===== src/sv/sq_pkg.sv =====
// Shared types, constants and helpers of the store-to-load forwarding queue.
`timescale 1ns / 1ps
`default_nettype none
package sq_pkg;
    localparam int QUEUE_DEPTH = 16;
    localparam int BLOCK_BYTES = 16;
    localparam int IDX_W = $clog2(QUEUE_DEPTH);
    localparam int CNT_W = $clog2(QUEUE_DEPTH + 1);
    localparam int BLK_W = 44;
    localparam int DATA_W = 8 * BLOCK_BYTES;

    typedef enum logic [2:0] {
        OP_ALLOC   = 3'd0,
        OP_DATA    = 3'd1,
        OP_ANNUL   = 3'd2,
        OP_RELEASE = 3'd3,
        OP_SNOOP   = 3'd4,
        OP_MERGE   = 3'd5
    } t_op;

    typedef enum logic [2:0] {
        ST_DONE    = 3'd0,
        ST_NOMATCH = 3'd1,
        ST_FORWARD = 3'd2,
        ST_PENDING = 3'd3,
        ST_PARTIAL = 3'd4,
        ST_ERROR   = 3'd5
    } t_status;

    typedef enum logic [1:0] {
        S_IDLE,
        S_WALK,
        S_FIN
    } t_state;

    typedef struct packed {
        logic alloc;
        logic wdata;
        logic annul;
        logic release_e;
        logic tok_load;
        logic tok_shift;
    } t_cell_ctl;

    typedef struct packed {
        logic              valid;
        logic              annulled;
        logic              has_data;
        logic [BLK_W-1:0]  blk;
        logic [3:0]        off;
        logic [4:0]        size;
        logic [DATA_W-1:0] data;
    } t_cell_rd;

    // Byte mask of an access within the block.
    function automatic logic [BLOCK_BYTES-1:0] byte_mask(input logic [3:0] off,
                                                         input logic [4:0] size);
        logic [31:0] m;
        m = ((32'd1 << size) - 32'd1) << off;
        return m[BLOCK_BYTES-1:0];
    endfunction

    // Widen a byte mask to a bit mask.
    function automatic logic [DATA_W-1:0] expand(input logic [BLOCK_BYTES-1:0] m);
        logic [DATA_W-1:0] r;
        r = '0;
        for (int j = 0; j < BLOCK_BYTES; j++) begin
            r[8*j +: 8] = {8{m[j]}};
        end
        return r;
    endfunction

    function automatic logic [DATA_W-1:0] size_bits(input logic [4:0] size);
        return expand(byte_mask(4'd0, size));
    endfunction

    function automatic logic access_ok(input logic [3:0] off, input logic [4:0] size);
        logic [5:0] e;
        e = {2'b00, off} + {1'b0, size};
        return ((size == 5'd1) || (size == 5'd2) || (size == 5'd4) || (size == 5'd8) ||
                (size == 5'd16)) && (e <= 6'(BLOCK_BYTES));
    endfunction
endpackage
`default_nettype wire


===== src/sv/sq_cell.sv =====
// One store queue entry: its fields, its status bits and the walk token.
`timescale 1ns / 1ps
`default_nettype none
module sq_cell (
    input  wire logic                        i_clk,
    input  wire logic                        i_rst_n,
    input  wire sq_pkg::t_cell_ctl           i_ctl,
    input  wire logic                        i_start,
    input  wire logic                        i_tok,
    input  wire logic [sq_pkg::BLK_W-1:0]    i_blk,
    input  wire logic [3:0]                  i_off,
    input  wire logic [4:0]                  i_size,
    input  wire logic [sq_pkg::DATA_W-1:0]   i_data,
    output logic                             o_tok,
    output logic                             o_valid,
    output sq_pkg::t_cell_rd                 o_rd
);
    logic                      r_valid;
    logic                      r_annul;
    logic                      r_has;
    logic                      r_tok;
    logic [sq_pkg::BLK_W-1:0]  r_blk;
    logic [3:0]                r_off;
    logic [4:0]                r_size;
    logic [sq_pkg::DATA_W-1:0] r_data;

    always_ff @(posedge i_clk) begin
        if (!i_rst_n) begin
            r_valid <= 1'b0;
            r_annul <= 1'b0;
            r_has   <= 1'b0;
            r_tok   <= 1'b0;
        end else begin
            if (i_ctl.alloc) begin
                r_valid <= 1'b1;
                r_annul <= 1'b0;
                r_has   <= 1'b0;
            end else if (i_ctl.release_e) begin
                r_valid <= 1'b0;
                r_annul <= 1'b0;
                r_has   <= 1'b0;
            end else begin
                if (i_ctl.wdata) r_has <= 1'b1;
                if (i_ctl.annul) r_annul <= 1'b1;
            end
            if (i_ctl.tok_load) begin
                r_tok <= i_start;
            end else if (i_ctl.tok_shift) begin
                r_tok <= i_tok;
            end
        end
    end

    always_ff @(posedge i_clk) begin
        if (i_ctl.alloc) begin
            r_blk  <= i_blk;
            r_off  <= i_off;
            r_size <= i_size;
            r_data <= '0;
        end else if (i_ctl.wdata) begin
            r_data <= i_data & sq_pkg::size_bits(r_size);
        end
    end

    // Drive the shared read bus only while holding the token.
    always_comb begin
        o_rd.valid    = r_valid & r_tok;
        o_rd.annulled = r_annul & r_tok;
        o_rd.has_data = r_has & r_tok;
        o_rd.blk      = r_blk & {sq_pkg::BLK_W{r_tok}};
        o_rd.off      = r_off & {4{r_tok}};
        o_rd.size     = r_size & {5{r_tok}};
        o_rd.data     = r_data & {sq_pkg::DATA_W{r_tok}};
    end

    assign o_tok   = r_tok;
    assign o_valid = r_valid;
endmodule
`default_nettype wire


===== config.mk =====
export PLATFORM = sky130hd
export DESIGN_NAME = sq_cell
export DESIGN_NICKNAME = d
export VERILOG_FILES = /design/src/sv/sq_pkg.sv /design/src/sv/sq_cell.sv
export SDC_FILE = /design/constraint.sdc
export NUM_CORES = 1
export LEC_CHECK = 0
export ABC_AREA = 0
export BUFFER_PORTS_ARGS = -buffer_cell sky130_fd_sc_hd__buf_2
export CAP_MARGIN = 20
export CORE_MARGIN = 5
export CORE_UTILIZATION = 35
export DETAILED_ROUTE_END_ITERATION = 7
export GPL_TIMING_DRIVEN = 0
export MAX_ROUTING_LAYER = met4
export PLACE_DENSITY = 0.7
export SYNTH_ARGS = -nofsm -noshare
export SYNTH_HDL_FRONTEND = slang
export SYNTH_SLANG_ARGS = --single-unit

===== constraint.sdc =====
create_clock -name i_clk -period 2.7 [get_ports i_clk]
set_input_delay 0.54 -clock i_clk [delete_from_list [all_inputs] [get_ports i_clk]]
set_output_delay 0.54 -clock i_clk [all_outputs]
set_load 0.02 [all_outputs]

==> results.md, run 1 <==
Pwr:
- Per report_power, the clock group accounts for 39.9% of the total.
- In this run the power spent charging and discharging nets is 1.86 mW.
- The power after layout is 6.69 mW.
- Net switching is 27.9% of the power.
- Sequential cells burn 46.6% of the power.
- Summed over all cells, the static leakage comes to 5.10 nW.
- The ratio of total power to cell area is 611 nW/µm².
- Combinational logic burns 13.5% of the power.
- Across the VDD grid, the largest voltage drop is 0.000339 V.
- The design internal power is 4.82 mW.

Place:
- The total half-perimeter wirelength after legalization and detailed placement is 21900 µm.
- The congestion estimate from routability-driven global placement came to 0.868.
- In this run the tool buffered the top-level ports with 375 buffer cells.
- Once placement completed, the tool counted placed cells totaling 1494.

Drt:
- The detailed-route DRC error count is 0.
- The number of vias per cell is 4.87.
- The total via count after detailed routing is 7444.
- For this block, the initial DRC count from the detailed router was 451.
- The final antenna-violating net count is 0.
- Dividing the detail-routed wire length by the instance count gives 18.5 µm.
- Before antenna repair, the detailed router went through 4 iterations.
- Wires add up to 28300 µm.

Timing:
- Static timing analysis puts the maximum clock frequency at 0.386 GHz.
- The setup skew after layout is 0.00678 ns.
- Setup repair after global routing left no endpoint under its margin.
- The number of hold-slack violations in the final timing report is 0.
- The final period demand of the worst path is 2.59 ns.
- The final number of max-transition violations is 0.
- The final critical-path share of the clock period is 96.0%.
- The transition time at the pin with the least slew margin is 0.726 ns.
- In this run the tightest slew margin relative to its limit is 51.6%.
- The final setup violation count is 0.

Clock network:
- The cell sitting at the root of the clock tree is a clkbuf_16.
- The number of sinks driven by the clock tree is 185.
- The clock reaches the later pin of the worst-skew pair after 0.42 ns.
- The H-tree depth reported by CTS is 4.
- The number of buffers created by CTS is 17.
- TritonCTS built the clock tree.
- Clock-pin slew was measured on the worst setup and hold paths at 0.08 ns.
- The buffer levels on the longest clock path is 2.

Worst setup path:
- The signal on the critical path passes through clkbuf_2, clkbuf_1, and2_1, buf_2.
- For the worst setup path, the data required time is 2.16 ns.
- The endpoint kind of the worst setup timing path is a primary output.
- The highest fanout seen on the critical path is 10.
- The critical setup path kind is flop to primary output.
- The slowest library cell on the worst path is dfxtp_1.
- Data arrives at the worst endpoint at 2.05 ns.
- The startpoint kind of the worst setup timing path is a flop.
- For this run, the slowest stage of the critical path takes 0.47 ns.

Synth:
- Sequential cells were found to cover 52.8% of the synthesized design area.
- The warning count from the yosys run is 0.
- Synthesis produced 833 cells.
- Counting flops with an async set or reset pin after synthesis yields a share of 0%.
- The number of synthesized flops with an enable pin is 53.
- The synthesized net count is 1025.
- The post-synthesis sequential element count is 185.
- The most frequently used flop master after synthesis is dfxtp_1.
- The average instance area after synthesis is 9.62 µm².
- After synthesis the cells add up to 8020 µm².
- The number of different library cells in the post-synthesis netlist is 39.

Global routing:
- The first-pass GRT wire length is 42100 µm.
- For this run, the total global-route usage over all layers was measured as 21.4%.
- For this run the aggregate overflow at the end of global routing stands at 0.
- The via count of the first global-routing pass is 7261.
- Entering global routing, the biggest net connects 32 pins.
- The number of antenna violations at the first check in global routing is 1.

Die:
- The placement row count is 55.
- The initial utilization of the core area, before any placement, comes to 35.5%.
- The core region is 22600 µm².
- The horizontal die dimension is 161 µm.
- The floorplan die height is 161 µm.
- The die covers 26000 µm².
- The number of top-level pins is 377.

Hold path:
- The worst hold path belongs to the class input pin to flop.

Finish:
- The layout cell share with drive strength beyond 1 is 36.2%.
- Relative to the synthesized area, the layout overhead comes to 36.6%.
- The library cell used most frequently in the layout, excluding fill and tap cells, is buf_2.
- Leaving out fill and tap cells, the most frequent cells in the layout are buf_2, and2_1, dfxtp_1.
- The finished layout holds 1528 standard cells, fillers aside.
- The net count reported at finish is 1421.

Status:
- The flow ran to the end, and the final reports show no timing, DRC or antenna violations.

Run:
- Across the run, the number of max-cap violations was 0.
-- cells in the mapped netlist, drive strengths merged (17+ instances only) --
cell    instances  area (µm²)
dfxtp         132        2640
o21ai          26         145
a32oi          24         210
a21oi          76         384
nand2b         17         106
nand2          37         139
and2          187        1170
nor2           60         228
edfxtp         53        1590
a32o           24         240
nand3          27         135
buf            20         114
nor2b          59         369
clkbuf         46         173
-- layer usage --
metal / share of wire (%) / track usage, % / vias to the layer above
li1: - / - / 3647
met1: 45 / 27.6 / 3512
met2: 48 / 34.6 / 258
met3: 5.0 / 4.13 / 27
met4: 1.9 / 5.93 / 0
met5: 0 / - / -
-- through the flow --
stage	cell area, µm²	TNS [ns]	setup slack (ns)	utilization [%]	hold WS [ns]
detailed placement	10300	-3.14	-0.127	45.5	0.438
global placement	10200	-17.00	-0.325	45.4	0.430
CTS	10900	0	0.00761	48.3	0.257
finish	10900	0	0.107	48.5	0.284
global route	10900	0	0.00792	48.5	0.249
floorplan	8020	0	0.457	-	0.420
-- worst paths after layout --
check	to	cells past startpoint	startpoint	slack [ns]
max	o_rd[152]	4	o_tok	0.11
min reg2reg	r_has	1	r_has	0.45
min	r_off[0]	1	i_off[0]	0.28
max reg2reg	r_data[19]	8	r_size[2]	0.18
-- cell families after synthesis --
kind of cell / synth area share [%]
DFF: 52.8
buffers and inverters: 4.00
and+or+nand+nor: 27.9
xor gates and xnor gates: 0.203
muxes: 0.250
adders and majority gates: 0.156
AOI/OAI and AO/OA: 14.6
-- area by class of cell --
type / instances / area (µm²)
repair buffers: 377 / 1900
flip-flops and latches: 185 / 4230
multi-input cells: 573 / 3490
clock buffers: 17 / 425
well taps: 285 / 357
clock inverters: 15 / 205
inverters: 9 / 33.8
fillers: 2182 / 11600
diodes: 1 / 2.50
plain buffers: 66 / 295
-- power groups by stage --
stage	registers, mW	logic, mW	clock network, mW
5_1_grt	3.13	0.985	2.86
3_3_place_gp	3.17	0.879	0
3_5_place_dp	3.18	0.895	0
6_report	3.12	0.902	2.67
4_1_cts	3.12	0.900	2.73
2_1_floorplan	3.15	0.500	0
-- registers in the layout, summed over array words and instances, names as in the netlist --
register  cells
o_tok         1
r_blk        44
r_has         1
o_valid       1
r_data      128
r_off         4
r_annul       1
r_size        5
-- critical path: cells and delay by family, from the launching register on --
kind / cells / cell delay (ns)
buffers and inverters: 3 / 0.92
AND/OR/NAND/NOR: 1 / 0.24
flip-flops: 1 / 0.47
-- repair_timing --
action,in CTS,in global routing
setup buffers,0,1
hold buffers,0,0
pin swaps,0,1
resized for setup,4,12
setup endpoints to repair,180,64
Note: power is estimated with default switching activity, not from simulation.
==> run 2, diff against run 1 <==
--- a/config.mk
+++ b/config.mk
@@ -13,7 +13,7 @@
 export DETAILED_ROUTE_END_ITERATION = 7
 export GPL_TIMING_DRIVEN = 0
 export MAX_ROUTING_LAYER = met4
-export PLACE_DENSITY = 0.7
+export PLACE_DENSITY = 0.72
 export SYNTH_ARGS = -nofsm -noshare
 export SYNTH_HDL_FRONTEND = slang
 export SYNTH_SLANG_ARGS = --single-unit
==> run 2 against run 1 <==
Net effect: final area decreased by 0.62%; first-iteration DRC count increased by 28%; via count increased by 0.54%; fmax increased by 0.75%; combinational power decreased by 0.7%; flip-flop and latch count unchanged; highest routed layer unchanged; largest cell class unchanged; critical path type unchanged.
==> results.md, run 2 (synthesized netlist as in run 1, its figures left out) <==
Run:
- The tool flagged a number of max-cap violations equal to 0.

Timing:
- The final number of max-transition violations was 0.
- The setup TNS is 0 ns.
- The final critical-path share of the clock period is 95.3%.
- Setup violations remaining at the end of the flow were counted as 0.
- The transition time at the pin with the least slew margin is 0.790 ns.
- The worst slack on hold paths is 0.277 ns.
- The relative slew slack is 47.3%.
- For this run, the top clock speed supported by timing is 0.389 GHz.
- Setup repair after global routing left no endpoint under its margin.
- The setup skew after layout is 0.00807 ns.
- After layout, the minimum clock period comes to 2.57 ns.
- The number of hold-slack violations in the final timing report is 0.

Global routing:
- The pin count of the biggest net entering global routing is 35.
- The first-pass GRT wire length is 42600 µm.
- The via count of the first global-routing pass was 7389.
- Global routing consumed, over all layers together, 21.7% of the routing resources.
- The number of antenna violations at the first check in global routing was 2.
- The total global routing overflow is 0.

Hold path:
- The class of the most critical hold timing path is input pin to flop.

Place:
- The global placer's final weighted congestion is 0.873.
- The total half-perimeter wirelength after legalization and detailed placement is 22000 µm.
- Buffers placed on the I/O ports in this run total 375.
- Once placement finished, the instance area stood at 10300 µm².

Drt:
- The final layout contains routed wiring with a total length of 28100 µm.
- Detailed routing inserted a total of 7484 vias.
- Dividing the detail-routed wire length by the instance count gives 18.4 µm.
- The DRC marker count from the first detailed-route iteration is 578.
- After detailed routing, the number of remaining DRC violations is 0.
- After detailed routing, the number of vias per cell comes to 4.89.
- The total iterations of the first detailed-routing run is 4.
- The final antenna-violating net count is 0.

Finish:
- Fill cells in the final layout number 2202.
- The net count reported at finish is 1421.
- The largest registers in the layout are r_data (128), r_blk (44), r_size (5).
- The final design instance area without fill is 10900 µm².
- The library cell used most frequently in the layout, excluding fill and tap cells, is buf_2.
- The layout overhead on the synthesized area is 35.7%.
- In the layout the commonest cells are buf_2, and2_1, dfxtp_1.
- The register with the most flip-flops in the final layout is r_data.
- The layout cell share with drive strength beyond 1 is 35.9%.
- The register with the most flip-flops in the layout has 128 of them.

Worst setup path:
- The critical setup path kind is flop to primary output.
- At the worst endpoint, the arrival time is 2.03 ns.
- The worst register-to-register path has a setup slack of 0.22 ns.
- The termination of the worst setup path is o_rd[82].
- The worst setup path is captured at a primary output.
- The required time reported for the critical path endpoint is 2.16 ns.
- The critical path starts at o_tok.
- The highest fanout seen on the critical path is 10.
- The beginning of the worst register-to-register path is r_size[2].
- The worst register-to-register path ends at r_data[20].
- For the worst flop-to-flop path, the logic depth is 8.
- The worst setup path is launched from a flop.

Die:
- The area of the core is 22600 µm².
- The placement row count is 55.
- The horizontal die dimension is 161 µm.
- The die area is 26000 µm².
- Once the floorplan was initialized, standard cells occupied 35.5% of the core.
- For this design the top-level I/O count stands at 377.
- In this run the vertical extent of the chip is 161 µm.

Clock network:
- In this run the deepest clock path goes through 2 buffers.
- Clock tree synthesis selected as its root buffer the cell clkbuf_16.
- At the later pin of the worst-skew pair, clock insertion delay measures 0.42 ns.
- The number of sinks driven by the clock tree is 185.
- The number of hold buffers added after cts is 0.
- The H-tree was split into 4 levels.
- Counting the buffers created by CTS gives 17.
- TritonCTS built the clock tree.
- The clock input transition at the sequential cells of the worst setup and hold paths is 0.08 ns.

Pwr:
- The fraction of power consumed by the clock network is 37.5%.
- The worst voltage drop across the vdd grid is 0.000282 V.
- Dividing total power by cell area gives a power density of 591 nW/µm².
- The switching part of the total power is 28.2%.
- The internal power of the cells totals 4.61 mW.
- The share of total power dissipated in combinational logic is 13.9%.
- For this design the total switching power over the nets is 1.81 mW.
- The power after layout is 6.43 mW.
- In this run the static leakage power is 5.06 nW.
- The sequential share of power is 48.5%.

Status:
- The run finished with clean final reports.
run 2: cell count changes in the layout (fill, tap and decap cells not counted), moves of 2 or more:
cell       before  now
clkbuf_2        7    5
clkinv_4        2    5
inv_8           5    1
clkbuf_1       39   42
bufinv_16       2    0
diode_2         1    3
run 2: what timing repair did:
action | CTS | global route
gates resized for setup | 3 | 9
gates cloned | 0 | 0
endpoints found under the setup margin | 181 | 56
pin swaps | 0 | 0
buffers inserted | 1 | 0
run 2: worst min-delay path by stage:
stage	slack [ns]	endpoint	start	depth (start not counted)
6_report	0.28	r_blk[24]	i_blk[24]	1
5_1_grt	0.24	r_blk[6]	i_blk[6]	1
4_1_cts	0.26	r_blk[26]	i_blk[26]	1
3_5_place_dp	0.44	r_has	r_has	1
3_3_place_gp	0.43	r_has	r_has	1
2_1_floorplan	0.42	r_has	r_has	1
run 2: power groups by stage:
stage | clock (mW) | combinational, mW | sequential (mW)
after floorplan | 0 | 0.500 | 3.15
after global placement | 0 | 0.877 | 3.18
after detailed placement | 0 | 0.892 | 3.18
after CTS | 2.46 | 0.900 | 3.12
after global routing | 2.61 | 0.987 | 3.13
final | 2.41 | 0.896 | 3.12
run 2: worst max-delay path, stage by stage, from the launching register on:
cell and delay (ns):
dfxtp_1 0.48, clkbuf_2 0.34, clkbuf_1 0.39, and2_1 0.22, buf_2 0.17
run 2: metal layers:
metal / up-vias / GRT usage, % / part of all wire [%] / wire length [µm]
met3: 31 / 4.77 / 4.8 / 1360
met4: 0 / 5.85 / 1.8 / 505
met2: 222 / 35.0 / 49 / 13700
met5: - / - / 0 / 0
met1: 3579 / 27.7 / 45 / 12500
li1: 3652 / - / - / -
run 2: cell type report:
class                   count  area (µm²)  share of cell area (%)
repair buffers            377        1900                    17.5
multi-input cells         573        3480                    32.0
well taps                 285         357                    3.28
flip-flops and latches    185        4230                    38.9
clock inverters            14         139                    1.28
inverters                   9        33.8                   0.311
plain buffers              66         293                    2.69
clock buffers              18         429                    3.95
diodes                      3        7.51                  0.0690
run 2: metrics by stage:
step | utilization (%) | worst slack [ns] | cells
4_1_cts | 48.1 | 0.0461 | 1527
2_1_floorplan | - | 0.457 | 833
3_3_place_gp | 45.4 | -0.304 | 1493
5_1_grt | 48.2 | 0.00570 | 1529
6_report | 48.2 | 0.127 | 1530
3_5_place_dp | 45.5 | -0.177 | 1494
==> run 3, diff against run 2 <==
--- a/config.mk
+++ b/config.mk
@@ -10,6 +10,7 @@
 export CAP_MARGIN = 20
 export CORE_MARGIN = 5
 export CORE_UTILIZATION = 35
+export CTS_BUF_LIST = sky130_fd_sc_hd__clkbuf_8
 export DETAILED_ROUTE_END_ITERATION = 7
 export GPL_TIMING_DRIVEN = 0
 export MAX_ROUTING_LAYER = met4
==> run 3 against run 2 <==
Net effect: setup slack got worse by 0.010 ns; flip-flop and latch count is the same; largest cell class unchanged; register-to-register slack worse by 0.04 ns; final cell count hardly changed; largest power group unchanged; fmax down 0.40%; die area is the same; critical path type unchanged; sequential power about the same.
==> results.md, run 3 (synthesized netlist as in run 1, its figures left out) <==
Status:
- The flow ran to the end, and the final reports show no timing, DRC or antenna violations.

Drt:
- Wires add up to 28100 µm.
- The total via count after detailed routing is 7410.
- The detailed-route DRC error count is 0.
- In the routed layout, each cell is associated on average with a via count of 4.85.
- The first detailed-routing pass took 5 iterations.
- For this block, the initial DRC count from the detailed router was 568.
- In the final routed layout, each cell accounts on average for 18.4 µm.
- The final antenna-violating net count is 0.

Timing:
- The number of hold-slack violations in the final timing report is 0.
- The final critical-path share of the clock period is 95.7%.
- The worst slack on hold paths is 0.245 ns.
- The final number of max-transition violations is 0.
- The worst path setup slack after routing is 0.116 ns.
- Setup violations remaining at the end of the flow were counted as 0.
- Timing would allow up to 0.387 GHz.
- Counting I/O delays and the setup requirement, the final critical path takes 2.58 ns.
- Setup repair after global routing could not meet its margin everywhere.
- In this run the tightest slew margin relative to its limit is 47.7%.
- The setup TNS is 0 ns.
- At the pin with the least slew margin, the transition time is 0.785 ns.
- The setup skew after layout is 0.0161 ns.

Run:
- The count of max-cap constraint violations is 0.

Place:
- Routability-driven placement finished with a final weighted congestion of 0.873.
- The worst setup timing slack at the placement stage is -0.177 ns.
- The area after detailed placement is 10300 µm².
- The total half-perimeter wirelength after legalization and detailed placement is 22000 µm.
- After detailed placement, the design holds a cell count of 1494.
- The number of buffers added on ports is 375.

Clock network:
- The clock input transition at the sequential cells of the worst setup and hold paths is 0.12 ns.
- The root buffer cell chosen for the clock tree is clkbuf_8.
- The later pin in the worst-skew pair is clocked with a latency of 0.45 ns.
- The TritonCTS clock tree is yes.
- In this run, CTS created clock tree buffers numbering 17.
- CTS saw 185 sinks.
- The longest clock path from root to sink contains 2 buffers.
- In this run, post-CTS hold repair placed 0 buffers.
- The H-tree was split into 4 levels.

Finish:
- Leaving out fill and tap cells, the most frequent cells in the layout are buf_2, and2_1, dfxtp_1.
- After the last flow step, the layout net total stands at 1421.
- The filler cells instantiated in the layout total 2218.
- The flip-flop count of the largest register after layout is 128.
- The utilization after layout is 47.4%.
- The final design instance area without fill is 10700 µm².
- The top register by number of flip-flops is r_data.
- Compared with the post-synthesis result, the final layout area differs by 33.3%.
- The largest registers in the layout are r_data (128), r_blk (44), r_size (5).
- The layout cell share with drive strength beyond 1 is 36.2%.
- The count of placed standard cells in the final layout, fillers left out is 1529.
- The most common cell after layout, fill and taps aside is buf_2.

Worst setup path:
- On the critical path the largest part of the delay comes from buffers and inverters.
- Traced cell by cell, the critical path runs through clkbuf_2, clkbuf_1, and2_1, buf_2.
- The worst setup path is captured at a primary output.
- The critical path contains buffers and inverters numbering 3 combined.
- The slowest library cell on the worst path is dfxtp_1.
- At the worst endpoint, the required time is 2.16 ns.
- In this design, the stage delay of the slowest critical-path cell is 0.49 ns.
- The arrival time of the worst setup path is 2.04 ns.
- The setup path with the least slack is of type flop to primary output.
- The highest fanout seen on the critical path is 10.
- STA classifies the critical path startpoint as a flop.

Global routing:
- The all-layer global routing usage is 21.6%.
- The total global routing overflow is 0.
- The via count of the first global-routing pass is 7393.
- The first global-routing pass estimated 42600 µm of wire.
- The number of antenna violations at the first check in global routing came to 2.
- The pin count of the biggest net entering global routing is 35.

Die:
- The area of the core is 22600 µm².
- The floorplan die height is 161 µm.
- For this configuration, the core starts out at a cell density of 35.5%.
- The horizontal die dimension is 161 µm.
- The number of top-level pins is 377.
- The floorplan has 55 rows.
- The floorplan step defined a die boundary enclosing 26000 µm².

Pwr:
- The worst-case IR drop observed on VDD is 0.000277 V.
- The analysis attributes to cell leakage a power of 4.98 nW.
- The power after layout is 5.80 mW.
- In this run the power density over the cells is 543 nW/µm².

Hold path:
- The class of the most critical hold timing path is input pin to flop.
==> run 3: cell count changes in the layout (fill, tap and decap cells not counted) <==
cell       delta
inv_1         +1
diode_2       -1
clkbuf_1      -5
clkbuf_8     +17
buf_1         +1
clkbuf_2      +3
clkbuf_16    -17
==> run 3: final cells by class <==
class | count | area (µm²) | area share [%]
inverter | 9 | 33.8 | 0.316
clock buffer | 17 | 234 | 2.19
sequential | 185 | 4230 | 39.6
clock inverter | 15 | 143 | 1.33
antenna | 2 | 5.00 | 0.0468
multi-input combinational | 573 | 3480 | 32.6
timing repair buffer | 377 | 1900 | 17.8
tap | 285 | 357 | 3.34
buffer | 66 | 297 | 2.77
==> run 3: routing by layer <==
layer	routed length, µm	part of all wire (%)	up-vias	GRT usage (%)
met1	12500	44	3544	27.9
met2	13900	49	208	35.3
li1	-	-	3638	-
met4	346	1.2	0	4.85
met5	0	0	-	-
met3	1420	5.0	20	4.34
==> run 3: worst reg2reg max path: cells and delay by family (launching register included) <==
kind / cells / cell delay (ns)
compound gates: 1 / 0.25
xor+xnor: 1 / 0.52
fa+ha+maj: 1 / 0.23
buf+inv: 3 / 0.61
flops: 1 / 0.46
simple gates: 2 / 0.40
==> run 3: path summary, 6_finish.rpt <==
path | endpoint | slack (ns) | depth (start not counted) | from
worst max-delay path | o_rd[50] | 0.12 | 4 | o_tok
worst min-delay path | r_blk[24] | 0.24 | 1 | i_blk[24]
worst max register to register | r_data[22] | 0.18 | 8 | r_size[2]
worst min register to register | r_has | 0.46 | 1 | r_has
==> run 3: repair_timing <==
action,CTS,global route
buffers inserted,1,0
endpoints found under the setup margin,200,101
resized for setup,5,12
gates cloned,0,0
==> run 3: where the power goes <==
group	leakage, nW	switching (mW)	total (mW)	internal, mW
registers	1.60	0.0765	3.12	3.04
clock network	0.190	1.11	1.79	0.673
logic	3.19	0.545	0.897	0.352
